--- src/rtl/core/go_to_goal_p_controller_defines.svh ---
`ifndef GO_TO_GOAL_P_CONTROLLER_DEFINES_SVH
`define GO_TO_GOAL_P_CONTROLLER_DEFINES_SVH

// same-cycle implication, checked outside reset
`define G2G_ASSERT_NOW(label, ante, cons, msg) \
  label: assert property (@(posedge clk) disable iff (!rst_n) (ante) |-> (cons)) \
    else $error(msg);

// next-cycle implication, checked outside reset
`define G2G_ASSERT_NEXT(label, ante, cons, msg) \
  label: assert property (@(posedge clk) disable iff (!rst_n) (ante) |=> (cons)) \
    else $error(msg);

`endif

--- src/rtl/core/g2g_pkg.sv ---
package g2g_pkg;

  localparam int CORDIC_STEPS = 16;
  localparam int FRAC_BITS    = 12;
  localparam int GUARD        = 8;
  localparam int TABLE_LEN    = 24;
  localparam int IDX_W        = $clog2(TABLE_LEN);

  localparam int POS_W      = 16;
  localparam int HEAD_W     = 15;
  localparam int GAIN_W     = 12;
  localparam int LIN_W      = 18;
  localparam int ANG_W      = 20;
  localparam int CFG_IDX_W  = 3;
  localparam int CFG_DATA_W = 16;

  // datapath widths
  localparam int DIFF_W  = POS_W + 1;
  localparam int VEC_W   = DIFF_W + GUARD + 3;
  localparam int ANGLE_W = 34;
  localparam int BEAR_W  = FRAC_BITS + 4;
  localparam int ERR_W   = ((BEAR_W > HEAD_W) ? BEAR_W : HEAD_W) + 1;
  localparam int DIST_W  = LIN_W;

  // magnitude scale 1/K in Q16
  localparam int KINV    = 39797;
  localparam int MUL_A_W = VEC_W;
  localparam int MUL_B_W = 17;
  localparam int PROD_W  = MUL_A_W + MUL_B_W;

  localparam int DIST_SH  = 16 + GUARD;
  localparam int BEAR_SH  = 30 - FRAC_BITS;
  localparam int SPEED_SH = 8;

  localparam logic signed [ANGLE_W-1:0] HALF_PI_Q30 = ANGLE_W'(64'sd1686629713);

  localparam int LIN_MAX = 262143;
  localparam int ANG_MAX = 524287;
  localparam int ANG_MIN = -524288;

  typedef enum logic [CFG_IDX_W-1:0] {
    REG_GOAL_X,
    REG_GOAL_Y,
    REG_TOL,
    REG_LIN_GAIN,
    REG_ANG_GAIN
  } reg_idx_t;

  typedef enum logic [2:0] {
    S_IDLE,
    S_CORDIC,
    S_DIST,
    S_RND,
    S_LIN,
    S_ANG,
    S_FIN
  } state_t;

  typedef enum logic [1:0] {
    MUL_DIST,
    MUL_LIN,
    MUL_ANG
  } mul_sel_t;

  // floor(atan(2^-i) * 2^30)
  function automatic logic [31:0] atan_q30(input logic [IDX_W-1:0] i);
    logic [31:0] v;
    case (i)
      5'd0:    v = 32'h3243F6A8;
      5'd1:    v = 32'h1DAC6705;
      5'd2:    v = 32'h0FADBAFC;
      5'd3:    v = 32'h07F56EA6;
      5'd4:    v = 32'h03FEAB76;
      5'd5:    v = 32'h01FFD55B;
      5'd6:    v = 32'h00FFFAAA;
      5'd7:    v = 32'h007FFF55;
      5'd8:    v = 32'h003FFFEA;
      5'd9:    v = 32'h001FFFFD;
      5'd10:   v = 32'h000FFFFF;
      5'd11:   v = 32'h0007FFFF;
      5'd12:   v = 32'h0003FFFF;
      5'd13:   v = 32'h0001FFFF;
      5'd14:   v = 32'h0000FFFF;
      5'd15:   v = 32'h00007FFF;
      5'd16:   v = 32'h00003FFF;
      5'd17:   v = 32'h00001FFF;
      5'd18:   v = 32'h00000FFF;
      5'd19:   v = 32'h000007FF;
      5'd20:   v = 32'h000003FF;
      5'd21:   v = 32'h000001FF;
      5'd22:   v = 32'h000000FF;
      5'd23:   v = 32'h0000007F;
      default: v = 32'h00000000;
    endcase
    return v;
  endfunction

endpackage

--- src/rtl/core/g2g_if.sv ---
interface g2g_pose_if;
  logic                               valid;
  logic                               ready;
  logic [g2g_pkg::POS_W-1:0]          pose_x;
  logic [g2g_pkg::POS_W-1:0]          pose_y;
  logic signed [g2g_pkg::HEAD_W-1:0]  pose_heading;

  modport source (output valid, output pose_x, output pose_y, output pose_heading,
                  input ready);
  modport sink (input valid, input pose_x, input pose_y, input pose_heading,
                output ready);
endinterface

interface g2g_cmd_if;
  logic                              valid;
  logic                              ready;
  logic [g2g_pkg::LIN_W-1:0]         linear_speed;
  logic signed [g2g_pkg::ANG_W-1:0]  turn_rate;
  logic                              arrived;

  modport source (output valid, output linear_speed, output turn_rate,
                  output arrived, input ready);
  modport sink (input valid, input linear_speed, input turn_rate,
                input arrived, output ready);
endinterface

--- src/rtl/core/go_to_goal_p_controller.sv ---
// go-to-goal proportional controller, one pose request in, one drive command out
// steps: pose accept, cordic loop, then DIST, RND, LIN, ANG and FIN to command valid
// one pose in flight at a time, new poses taken only in IDLE, set by the shared cordic
//   micro-rotation loop and the single multiplier used three times per pose
// reset: synchronous active-low rst_n; goal/tolerance/gains take their defaults,
//   first-pose and arrived flags clear, no command pending
`include "go_to_goal_p_controller_defines.svh"

module go_to_goal_p_controller (
  input  logic                                 clk,
  input  logic                                 rst_n,
  input  logic                                 cfg_we,
  input  logic [g2g_pkg::CFG_IDX_W-1:0]        cfg_index,
  input  logic [g2g_pkg::CFG_DATA_W-1:0]       cfg_data,
  g2g_pose_if.sink                             in_pose,
  g2g_cmd_if.source                            out_cmd
);

  // configuration registers
  logic [g2g_pkg::POS_W-1:0]  goal_x_r;
  logic [g2g_pkg::POS_W-1:0]  goal_y_r;
  logic [g2g_pkg::POS_W-1:0]  tol_r;
  logic [g2g_pkg::GAIN_W-1:0] lin_gain_r;
  logic [g2g_pkg::GAIN_W-1:0] ang_gain_r;

  // sequencer
  g2g_pkg::state_t            state_r, state_nxt;
  logic [g2g_pkg::IDX_W-1:0]  step_r;
  logic                       seen_first_r;
  logic                       arrived_latch_r;

  // control decoded from the state
  logic                       in_ready;
  logic                       load_en;
  logic                       step_en;
  logic                       prod_en;
  logic                       fin_st;
  g2g_pkg::mul_sel_t          mul_sel;

  // cordic vector and angle accumulator
  logic signed [g2g_pkg::VEC_W-1:0]   x_r, y_r;
  logic signed [g2g_pkg::ANGLE_W-1:0] z_r;
  logic                               zero_r;
  logic signed [g2g_pkg::HEAD_W-1:0]  hd_r;

  // post-processing registers
  logic signed [g2g_pkg::PROD_W-1:0]  prod_r;
  logic [g2g_pkg::DIST_W-1:0]         dist_r;
  logic signed [g2g_pkg::BEAR_W-1:0]  bear_r;
  logic [g2g_pkg::LIN_W-1:0]          lin_r;

  // output register, parts the two handshake sides
  logic                               out_valid_r;
  logic [g2g_pkg::LIN_W-1:0]          out_lin_r;
  logic signed [g2g_pkg::ANG_W-1:0]   out_ang_r;
  logic                               out_arr_r;

  logic in_req;
  logic out_free;
  assign in_req   = in_pose.valid && in_ready;
  assign out_free = !out_valid_r || out_cmd.ready;

  // ------------------------------------------------------------------
  // configuration writes, unknown indexes are dropped
  // ------------------------------------------------------------------
  always_ff @(posedge clk) begin
    if (!rst_n) begin
      goal_x_r   <= g2g_pkg::POS_W'(4096);
      goal_y_r   <= g2g_pkg::POS_W'(4096);
      tol_r      <= g2g_pkg::POS_W'(41);
      lin_gain_r <= g2g_pkg::GAIN_W'(384);
      ang_gain_r <= g2g_pkg::GAIN_W'(1024);
    end else if (cfg_we) begin
      case (cfg_index)
        g2g_pkg::REG_GOAL_X:   goal_x_r   <= cfg_data[g2g_pkg::POS_W-1:0];
        g2g_pkg::REG_GOAL_Y:   goal_y_r   <= cfg_data[g2g_pkg::POS_W-1:0];
        g2g_pkg::REG_TOL:      tol_r      <= cfg_data[g2g_pkg::POS_W-1:0];
        g2g_pkg::REG_LIN_GAIN: lin_gain_r <= cfg_data[g2g_pkg::GAIN_W-1:0];
        g2g_pkg::REG_ANG_GAIN: ang_gain_r <= cfg_data[g2g_pkg::GAIN_W-1:0];
        default: ;
      endcase
    end
  end

  // ------------------------------------------------------------------
  // next state
  // ------------------------------------------------------------------
  always_comb begin
    state_nxt = state_r;
    case (state_r)
      g2g_pkg::S_IDLE: begin
        if (in_pose.valid) state_nxt = g2g_pkg::S_CORDIC;
      end
      g2g_pkg::S_CORDIC: begin
        if (step_r == g2g_pkg::IDX_W'(g2g_pkg::CORDIC_STEPS - 1)) begin
          state_nxt = g2g_pkg::S_DIST;
        end
      end
      g2g_pkg::S_DIST: state_nxt = g2g_pkg::S_RND;
      g2g_pkg::S_RND:  state_nxt = g2g_pkg::S_LIN;
      g2g_pkg::S_LIN:  state_nxt = g2g_pkg::S_ANG;
      g2g_pkg::S_ANG:  state_nxt = g2g_pkg::S_FIN;
      // hold the finished command until the output register frees up
      g2g_pkg::S_FIN: begin
        if (out_free) state_nxt = g2g_pkg::S_IDLE;
      end
      default: state_nxt = g2g_pkg::S_IDLE;
    endcase
  end

  // ------------------------------------------------------------------
  // control outputs of the sequencer
  // ------------------------------------------------------------------
  always_comb begin
    in_ready = 1'b0;
    step_en  = 1'b0;
    prod_en  = 1'b0;
    fin_st   = 1'b0;
    mul_sel  = g2g_pkg::MUL_DIST;
    case (state_r)
      g2g_pkg::S_IDLE:   in_ready = 1'b1;
      g2g_pkg::S_CORDIC: step_en  = 1'b1;
      g2g_pkg::S_DIST: begin
        prod_en = 1'b1;
        mul_sel = g2g_pkg::MUL_DIST;
      end
      g2g_pkg::S_RND: ;
      g2g_pkg::S_LIN: begin
        prod_en = 1'b1;
        mul_sel = g2g_pkg::MUL_LIN;
      end
      g2g_pkg::S_ANG: begin
        prod_en = 1'b1;
        mul_sel = g2g_pkg::MUL_ANG;
      end
      g2g_pkg::S_FIN: fin_st = 1'b1;
      default: ;
    endcase
  end

  assign load_en = in_req;

  always_ff @(posedge clk) begin
    if (!rst_n) begin
      state_r <= g2g_pkg::S_IDLE;
    end else begin
      state_r <= state_nxt;
    end
  end

  // ------------------------------------------------------------------
  // pose load: goal offset, guard bits, quadrant pre-rotation
  // ------------------------------------------------------------------
  logic signed [g2g_pkg::DIFF_W-1:0]  dx, dy;
  logic signed [g2g_pkg::VEC_W-1:0]   x0, y0;
  logic signed [g2g_pkg::VEC_W-1:0]   x_ld, y_ld;
  logic signed [g2g_pkg::ANGLE_W-1:0] z_ld;

  assign dx = $signed({1'b0, goal_x_r}) - $signed({1'b0, in_pose.pose_x});
  assign dy = $signed({1'b0, goal_y_r}) - $signed({1'b0, in_pose.pose_y});
  assign x0 = {{(g2g_pkg::VEC_W - g2g_pkg::DIFF_W - g2g_pkg::GUARD){dx[g2g_pkg::DIFF_W-1]}},
               dx, {g2g_pkg::GUARD{1'b0}}};
  assign y0 = {{(g2g_pkg::VEC_W - g2g_pkg::DIFF_W - g2g_pkg::GUARD){dy[g2g_pkg::DIFF_W-1]}},
               dy, {g2g_pkg::GUARD{1'b0}}};

  always_comb begin
    x_ld = x0;
    y_ld = y0;
    z_ld = '0;
    // left half plane: turn by a quarter so the loop converges
    if (x0 < 0) begin
      if (y0 >= 0) begin
        x_ld = y0;
        y_ld = -x0;
        z_ld = g2g_pkg::HALF_PI_Q30;
      end else begin
        x_ld = -y0;
        y_ld = x0;
        z_ld = -g2g_pkg::HALF_PI_Q30;
      end
    end
  end

  // ------------------------------------------------------------------
  // shared micro-rotation unit, one step per cycle
  // ------------------------------------------------------------------
  logic signed [g2g_pkg::VEC_W-1:0]   x_sh, y_sh;
  logic signed [g2g_pkg::ANGLE_W-1:0] atan_v;
  logic signed [g2g_pkg::VEC_W-1:0]   x_rot, y_rot;
  logic signed [g2g_pkg::ANGLE_W-1:0] z_rot;

  assign x_sh   = x_r >>> step_r;
  assign y_sh   = y_r >>> step_r;
  assign atan_v = $signed({{(g2g_pkg::ANGLE_W - 32){1'b0}}, g2g_pkg::atan_q30(step_r)});

  always_comb begin
    if (!y_r[g2g_pkg::VEC_W-1]) begin
      x_rot = x_r + y_sh;
      y_rot = y_r - x_sh;
      z_rot = z_r + atan_v;
    end else begin
      x_rot = x_r - y_sh;
      y_rot = y_r + x_sh;
      z_rot = z_r - atan_v;
    end
  end

  always_ff @(posedge clk) begin
    if (!rst_n) begin
      step_r <= '0;
    end else if (load_en) begin
      step_r <= '0;
    end else if (step_en) begin
      step_r <= step_r + 1'b1;
    end
  end

  always_ff @(posedge clk) begin
    if (load_en) begin
      x_r    <= x_ld;
      y_r    <= y_ld;
      z_r    <= z_ld;
      zero_r <= (dx == '0) && (dy == '0);
      hd_r   <= in_pose.pose_heading;
    end else if (step_en) begin
      x_r <= x_rot;
      y_r <= y_rot;
      z_r <= z_rot;
    end
  end

  // ------------------------------------------------------------------
  // shared multiplier: gain correction, linear gain, angular gain
  // ------------------------------------------------------------------
  logic signed [g2g_pkg::MUL_A_W-1:0] mul_a;
  logic signed [g2g_pkg::MUL_B_W-1:0] mul_b;
  logic signed [g2g_pkg::PROD_W-1:0]  mul_p;
  logic signed [g2g_pkg::ERR_W-1:0]   head_err;

  assign head_err = g2g_pkg::ERR_W'(bear_r) - g2g_pkg::ERR_W'(hd_r);

  always_comb begin
    case (mul_sel)
      g2g_pkg::MUL_DIST: begin
        // negative magnitude after the loop clamps to zero
        mul_a = x_r[g2g_pkg::VEC_W-1] ? '0 : x_r;
        mul_b = g2g_pkg::MUL_B_W'(g2g_pkg::KINV);
      end
      g2g_pkg::MUL_LIN: begin
        mul_a = $signed({{(g2g_pkg::MUL_A_W - g2g_pkg::DIST_W){1'b0}}, dist_r});
        mul_b = $signed({{(g2g_pkg::MUL_B_W - g2g_pkg::GAIN_W){1'b0}}, lin_gain_r});
      end
      g2g_pkg::MUL_ANG: begin
        mul_a = g2g_pkg::MUL_A_W'(head_err);
        mul_b = $signed({{(g2g_pkg::MUL_B_W - g2g_pkg::GAIN_W){1'b0}}, ang_gain_r});
      end
      default: begin
        mul_a = '0;
        mul_b = '0;
      end
    endcase
  end

  assign mul_p = mul_a * mul_b;

  always_ff @(posedge clk) begin
    if (prod_en) prod_r <= mul_p;
  end

  // ------------------------------------------------------------------
  // rounding and saturation
  // ------------------------------------------------------------------
  logic signed [g2g_pkg::ANGLE_W-1:0] bear_sum;
  logic signed [g2g_pkg::PROD_W-1:0]  dist_sum;
  logic signed [g2g_pkg::PROD_W-1:0]  spd_sum;
  logic signed [g2g_pkg::PROD_W-g2g_pkg::SPEED_SH-1:0] spd_full;
  logic [g2g_pkg::LIN_W-1:0]          lin_sat;
  logic signed [g2g_pkg::ANG_W-1:0]   ang_sat;

  // round half up, then floor shift
  assign bear_sum = z_r + g2g_pkg::ANGLE_W'(64'sd1 <<< (g2g_pkg::BEAR_SH - 1));
  assign dist_sum = prod_r + g2g_pkg::PROD_W'(64'sd1 <<< (g2g_pkg::DIST_SH - 1));
  assign spd_sum  = prod_r + g2g_pkg::PROD_W'(64'sd1 <<< (g2g_pkg::SPEED_SH - 1));
  assign spd_full = spd_sum[g2g_pkg::PROD_W-1:g2g_pkg::SPEED_SH];

  always_comb begin
    if (spd_full < 0) begin
      lin_sat = '0;
    end else if (spd_full > (g2g_pkg::PROD_W - g2g_pkg::SPEED_SH)'(g2g_pkg::LIN_MAX)) begin
      lin_sat = g2g_pkg::LIN_W'(g2g_pkg::LIN_MAX);
    end else begin
      lin_sat = spd_full[g2g_pkg::LIN_W-1:0];
    end
  end

  always_comb begin
    if (spd_full > (g2g_pkg::PROD_W - g2g_pkg::SPEED_SH)'(g2g_pkg::ANG_MAX)) begin
      ang_sat = g2g_pkg::ANG_W'(g2g_pkg::ANG_MAX);
    end else if (spd_full < (g2g_pkg::PROD_W - g2g_pkg::SPEED_SH)'(g2g_pkg::ANG_MIN)) begin
      ang_sat = g2g_pkg::ANG_W'(g2g_pkg::ANG_MIN);
    end else begin
      ang_sat = spd_full[g2g_pkg::ANG_W-1:0];
    end
  end

  always_ff @(posedge clk) begin
    // bearing of a zero offset is taken as zero
    if (state_r == g2g_pkg::S_DIST) begin
      bear_r <= zero_r ? '0 : bear_sum[g2g_pkg::BEAR_SH +: g2g_pkg::BEAR_W];
    end
    if (state_r == g2g_pkg::S_RND) begin
      dist_r <= dist_sum[g2g_pkg::DIST_SH +: g2g_pkg::DIST_W];
    end
    if (state_r == g2g_pkg::S_ANG) begin
      lin_r <= lin_sat;
    end
  end

  // ------------------------------------------------------------------
  // arrival decision and command register
  // ------------------------------------------------------------------
  logic is_first;
  logic near_goal;
  logic arrived_latch_nxt;
  logic zero_cmd;

  assign is_first          = !seen_first_r;
  assign near_goal         = dist_r <= g2g_pkg::DIST_W'(tol_r);
  // the very first pose never sets arrived
  assign arrived_latch_nxt = arrived_latch_r || (!is_first && near_goal);
  assign zero_cmd          = !is_first && arrived_latch_nxt;

  always_ff @(posedge clk) begin
    if (!rst_n) begin
      seen_first_r    <= 1'b0;
      arrived_latch_r <= 1'b0;
      out_valid_r     <= 1'b0;
    end else begin
      if (fin_st && out_free) begin
        seen_first_r    <= 1'b1;
        arrived_latch_r <= arrived_latch_nxt;
        out_valid_r     <= 1'b1;
      end else if (out_cmd.ready) begin
        out_valid_r     <= 1'b0;
      end
    end
  end

  always_ff @(posedge clk) begin
    if (fin_st && out_free) begin
      out_lin_r <= zero_cmd ? '0 : lin_r;
      out_ang_r <= zero_cmd ? '0 : ang_sat;
      out_arr_r <= zero_cmd;
    end
  end

  assign in_pose.ready         = in_ready;
  assign out_cmd.valid         = out_valid_r;
  assign out_cmd.linear_speed  = out_lin_r;
  assign out_cmd.turn_rate     = out_ang_r;
  assign out_cmd.arrived       = out_arr_r;

  // ------------------------------------------------------------------
  // assertions
  // ------------------------------------------------------------------
  `G2G_ASSERT_NEXT(a_busy_after_req, in_req, !in_pose.ready, "pose taken while busy")
  `G2G_ASSERT_NOW(a_arrived_zero, out_cmd.valid && out_cmd.arrived, (out_cmd.linear_speed == '0) && (out_cmd.turn_rate == '0), "arrived with nonzero command")
  `G2G_ASSERT_NEXT(a_latch_holds, arrived_latch_r, arrived_latch_r, "arrived latch dropped")
  `G2G_ASSERT_NOW(a_step_range, state_r == g2g_pkg::S_CORDIC, step_r <= g2g_pkg::IDX_W'(g2g_pkg::CORDIC_STEPS - 1), "cordic step out of range")

endmodule

--- src/flat_wrapper.sv ---
// flat-port wrapper written by rule: the top's interface ports become plain ports
module go_to_goal_p_controller_flat 
  (clk, rst_n, cfg_we, cfg_index, cfg_data, in_pose_valid, in_pose_pose_x, in_pose_pose_y, in_pose_pose_heading, in_pose_ready, out_cmd_valid, out_cmd_linear_speed, out_cmd_turn_rate, out_cmd_arrived, out_cmd_ready);
  g2g_pose_if in_pose_i ();
  g2g_cmd_if out_cmd_i ();
  input  logic clk;
  input  logic rst_n;
  input  logic cfg_we;
  input  logic [g2g_pkg::CFG_IDX_W-1:0] cfg_index;
  input  logic [g2g_pkg::CFG_DATA_W-1:0] cfg_data;
  input wire logic [$bits(in_pose_i.valid)-1:0] in_pose_valid;
  input wire logic [$bits(in_pose_i.pose_x)-1:0] in_pose_pose_x;
  input wire logic [$bits(in_pose_i.pose_y)-1:0] in_pose_pose_y;
  input wire logic [$bits(in_pose_i.pose_heading)-1:0] in_pose_pose_heading;
  output wire logic [$bits(in_pose_i.ready)-1:0] in_pose_ready;
  output wire logic [$bits(out_cmd_i.valid)-1:0] out_cmd_valid;
  output wire logic [$bits(out_cmd_i.linear_speed)-1:0] out_cmd_linear_speed;
  output wire logic [$bits(out_cmd_i.turn_rate)-1:0] out_cmd_turn_rate;
  output wire logic [$bits(out_cmd_i.arrived)-1:0] out_cmd_arrived;
  input wire logic [$bits(out_cmd_i.ready)-1:0] out_cmd_ready;
  assign in_pose_i.valid = in_pose_valid;
  assign in_pose_i.pose_x = in_pose_pose_x;
  assign in_pose_i.pose_y = in_pose_pose_y;
  assign in_pose_i.pose_heading = in_pose_pose_heading;
  assign in_pose_ready = in_pose_i.ready;
  assign out_cmd_valid = out_cmd_i.valid;
  assign out_cmd_linear_speed = out_cmd_i.linear_speed;
  assign out_cmd_turn_rate = out_cmd_i.turn_rate;
  assign out_cmd_arrived = out_cmd_i.arrived;
  assign out_cmd_i.ready = out_cmd_ready;
  go_to_goal_p_controller u_core (.clk(clk), .rst_n(rst_n), .cfg_we(cfg_we), .cfg_index(cfg_index), .cfg_data(cfg_data), .in_pose(in_pose_i), .out_cmd(out_cmd_i));
endmodule
--- config.mk ---
export PLATFORM = sky130hd
export DESIGN_NAME = go_to_goal_p_controller_flat
export DESIGN_NICKNAME = d
export VERILOG_FILES = /design/src/rtl/core/g2g_pkg.sv /design/src/rtl/core/g2g_if.sv /design/src/rtl/core/go_to_goal_p_controller.sv /design/src/flat_wrapper.sv
export VERILOG_INCLUDE_DIRS = /design/src /design/src/rtl/core
export SDC_FILE = /design/constraint.sdc
export NUM_CORES = 2
export LEC_CHECK = 0
export BUFFER_PORTS_ARGS = -buffer_cell sky130_fd_sc_hd__buf_2
export CAP_MARGIN = 20
export CORE_UTILIZATION = 45
export CTS_BUF_LIST = sky130_fd_sc_hd__clkbuf_8
export CTS_CLUSTER_SIZE = 14
export DETAILED_ROUTE_END_ITERATION = 6
export PLACE_DENSITY = 0.6
export REMOVE_ABC_BUFFERS = 1
export SETUP_SLACK_MARGIN = 0.4
export SLEW_MARGIN = 10
export SYNTH_ARGS = -nofsm -noshare
export SYNTH_HDL_FRONTEND = slang
export SYNTH_SLANG_ARGS = --single-unit
--- constraint.sdc ---
create_clock -name clk -period 12.14 [get_ports clk]
set_input_delay 2.428 -clock clk [delete_from_list [all_inputs] [get_ports clk]]
set_output_delay 2.428 -clock clk [all_outputs]
set_load 0.005 [all_outputs]
==> flow_metrics.py <==
metrics = {
    "global_route": {
        "antenna_found_initial": 6,
        "grt_pass1_vias": 33700,
        "grt_pass1_wl_um": 198000,
        "overflow": 0,
        "grtUsageTotal_pct": 27.2,
        "grt_max_degree": 80,
    },
    "clock_tree": {
        "clk_latency_ns": 0.71,
        "cts_resized": 0,
        "ctsHtreeMaxLevel": 3,
        "cts_buffers": 67,
        "cts_tree": "yes",
        "cts_sinks": 348,
        "post-cts-setup-buffers": 0,
        "cts.clk_slew.worst_paths_ns": 0.06,
        "cts_max_path_buffers": 3,
        "hold_buffers": 0,
        "root_buffer": "clkbuf_8",
    },
    "timing": {
        "grt_setup_unrepaired": "false",
        "fin_skew_ns": 0.0507,
        "finalCritPeriodShare_pct": 85.2,
        "hold_viol": 0,
        "drv_slew": 0,
        "max_freq_mhz": 96.6,
        "min_period_ns": 10.35,
        "worst_pin_slew_ns": 1.07,
        "finalSetupViolCount": 0,
        "fin_setup_tns_ns": 0,
        "slew_headroom_pct": 28.3,
    },
    "synthesis": {
        "synth_top_area_share_pct": 18.0,
        "yosysSeqAreaShare_pct": 22.2,
        "post-synth-top-count-cell": "inv_1",
        "synthArstFlopShare_pct": 0,
        "ys_ff_latch": 348,
        "netlist_area_um2": 41900,
        "synth_area_leaders": "fa_1 18%, edfxtp_1 17%, ha_1 9.1%",
        "synth_common_cells": "602 x inv_1, 571 x nand2_1, 377 x fa_1",
        "yosysTopAreaCell": "fa_1",
        "syn_avg_cell_area_um2": 8.89,
        "synth_edf_count": 235,
        "yosys_warnings": 0,
        "yosysUniqueCellTypes": 96,
        "synth_cells": 4719,
        "ys.flop_type": "edfxtp_1",
    },
    "worst_setup_path": {
        "cp.arrival_ns": 10.76,
        "end_kind": "register",
        "cp_max_fo": 8,
        "reg2reg_depth": 33,
        "r2r_end": "u_core.prod_r[43]",
        "crit_slowest_cell": "o22ai_1",
        "start_kind": "register",
        "reg2reg_from": "u_core.hd_r[0]",
        "worst-path-buf-inv": 4,
        "crit_type": "register to register",
        "crit_top_cell": "fa_1",
        "required_ns": 12.55,
        "cpPeakStageDelay_ns": 0.67,
        "cp_top_family": "adder cells",
        "reg2reg_slack_ns": 1.79,
    },
    "drt": {
        "detail-route-antenna-nets": 0,
        "drt_iter0_markers": 2977,
        "drt-total-wl_um": 128000,
        "via_per_inst": 5.71,
        "avgRoutedWirePerCell_um": 21.2,
        "first_pass_iters": 5,
        "num_vias": 34600,
        "drc_errors": 0,
    },
    "layout": {
        "areaGrowthSynthToFinish_pct": 7.68,
        "layout-drive-gt1-share_pct": 8.46,
        "layout.nets": 5514,
        "layout.cells.non_filler": 6055,
    },
    "worst_hold_path": {
        "whs_path_depth": 2,
        "worstHoldPathType": "register to register",
        "hp-start": "u_core.tol_r[6]",
        "hold-path-endpoint": "u_core.tol_r[6]",
    },
    "die": {
        "ioPinCount": 112,
        "initial_utilization_pct": 45.6,
        "dieArea_um2": 94400,
        "num_rows": 111,
        "die_width_um": 307,
        "coreArea_um2": 91900,
        "die_h_um": 307,
    },
    "place": {
        "dp.cells": 5931,
        "dp_hpwl_um": 100000,
        "port_buffers": 111,
        "gp_congestion": 0.954,
    },
    "status": {
        "outcome": "finished clean",
    },
    "job": {
        "drv_cap": 0,
    },
}
==> registers in the layout, indices dropped and copies added, names as in the netlist, 18 cells and up <==
register,flops
u_core.atan_v,30
u_core.dist_r,18
u_core.lin_r,18
u_core.out_cmd.linear_speed,18
u_core.out_cmd.turn_rate,20
u_core.prod_r,38
u_core.x_r,28
u_core.y_r,28
u_core.z_r,34
==> cell families after synthesis <==
logic type | count (synthesis) | share of synthesized area, %
AO/OA/AOI/OAI | 985 | 15.1
XOR/XNOR | 286 | 6.01
adder cells (fa/ha/maj) | 683 | 27.1
buffers and inverters | 800 | 7.38
flip-flops | 348 | 22.2
multiplexers | 158 | 5.76
other | 2 | 0.0179
AND/OR/NAND/NOR | 1457 | 16.4
==> cell type report <==
cell class                      instances  area, um2
Multi-Input combinational cell       3572      29600
Antenna cell                            2       5.00
Clock buffer                           85       1170
Inverter                              608       2280
Clock inverter                         34        238
Tap cell                             1243       1560
Fill cell                            8975      46800
Timing Repair Buffer                  163        958
Sequential cell                       348       9330
==> stage by stage <==
stage                     hold slack [ns]  area [um2]  util (%)  setup slack [ns]
after global routing                0.481       45200      49.1              1.12
after detailed placement            0.460       43700      47.5              1.83
final                               0.466       45200      49.1              1.79
after global placement              0.449       43700      47.5              1.92
after CTS                           0.469       45100      49.1              1.75
after floorplan                     0.435       41100         -             0.767
==> metal layers <==
layer / GRT usage (%) / share of wire, % / up-vias
met1: 37.9 / 45 / 16900
met3: 4.34 / 6.5 / 210
met4: 8.56 / 3.1 / 8
met2: 43.1 / 45 / 1183
li1: - / - / 16300
met5: 0 / 0.030 / -
==> tightest hold or removal path: stages, from the launching register on <==
cell and delay, ns:
dfxtp_1 0.31, nand2_1 0.05, a21boi_0 0.06
==> layout by cell type, fill, tap and decap left out, types with 37 or more instances in the layout <==
cell / netlist / routed
buf_2: 24 / 111
mux4_2: 38 / 38
a21o_1: 70 / 70
o21ai_0: 202 / 199
nand2b_1: 37 / 37
dfxtp_1: 113 / 109
nor2_1: 327 / 326
clkbuf_8: 0 / 85
and3_1: 41 / 41
xor2_1: 106 / 106
nand2_1: 571 / 570
nor2b_1: 61 / 60
nor3_1: 67 / 66
mux2i_1: 73 / 73
buf_4: 0 / 51
and2_1: 89 / 89
inv_1: 602 / 618
nand3_1: 99 / 99
a31oi_1: 43 / 42
xnor2_1: 179 / 179
a21boi_0: 74 / 74
edfxtp_1: 235 / 235
a21oi_1: 268 / 268
ha_1: 306 / 306
fa_1: 377 / 377
a211oi_1: 41 / 39
==> worst max-delay path by stage <==
stage / end / cells past startpoint / startpoint / slack [ns]
finish: u_core.prod_r[43] / 33 / u_core.hd_r[0] / 1.79
global route: u_core.prod_r[43] / 34 / u_core.bear_r[0] / 1.12
CTS: u_core.prod_r[43] / 33 / u_core.hd_r[0] / 1.75
detailed placement: u_core.prod_r[43] / 33 / u_core.hd_r[0] / 1.83
global placement: u_core.prod_r[43] / 33 / u_core.hd_r[0] / 1.92
floorplan: u_core.prod_r[34] / 26 / u_core.state_r[2] / 0.77
Power is not shown: default switching activity piles up to over one toggle a cycle in this logic, so the estimate is an artifact.
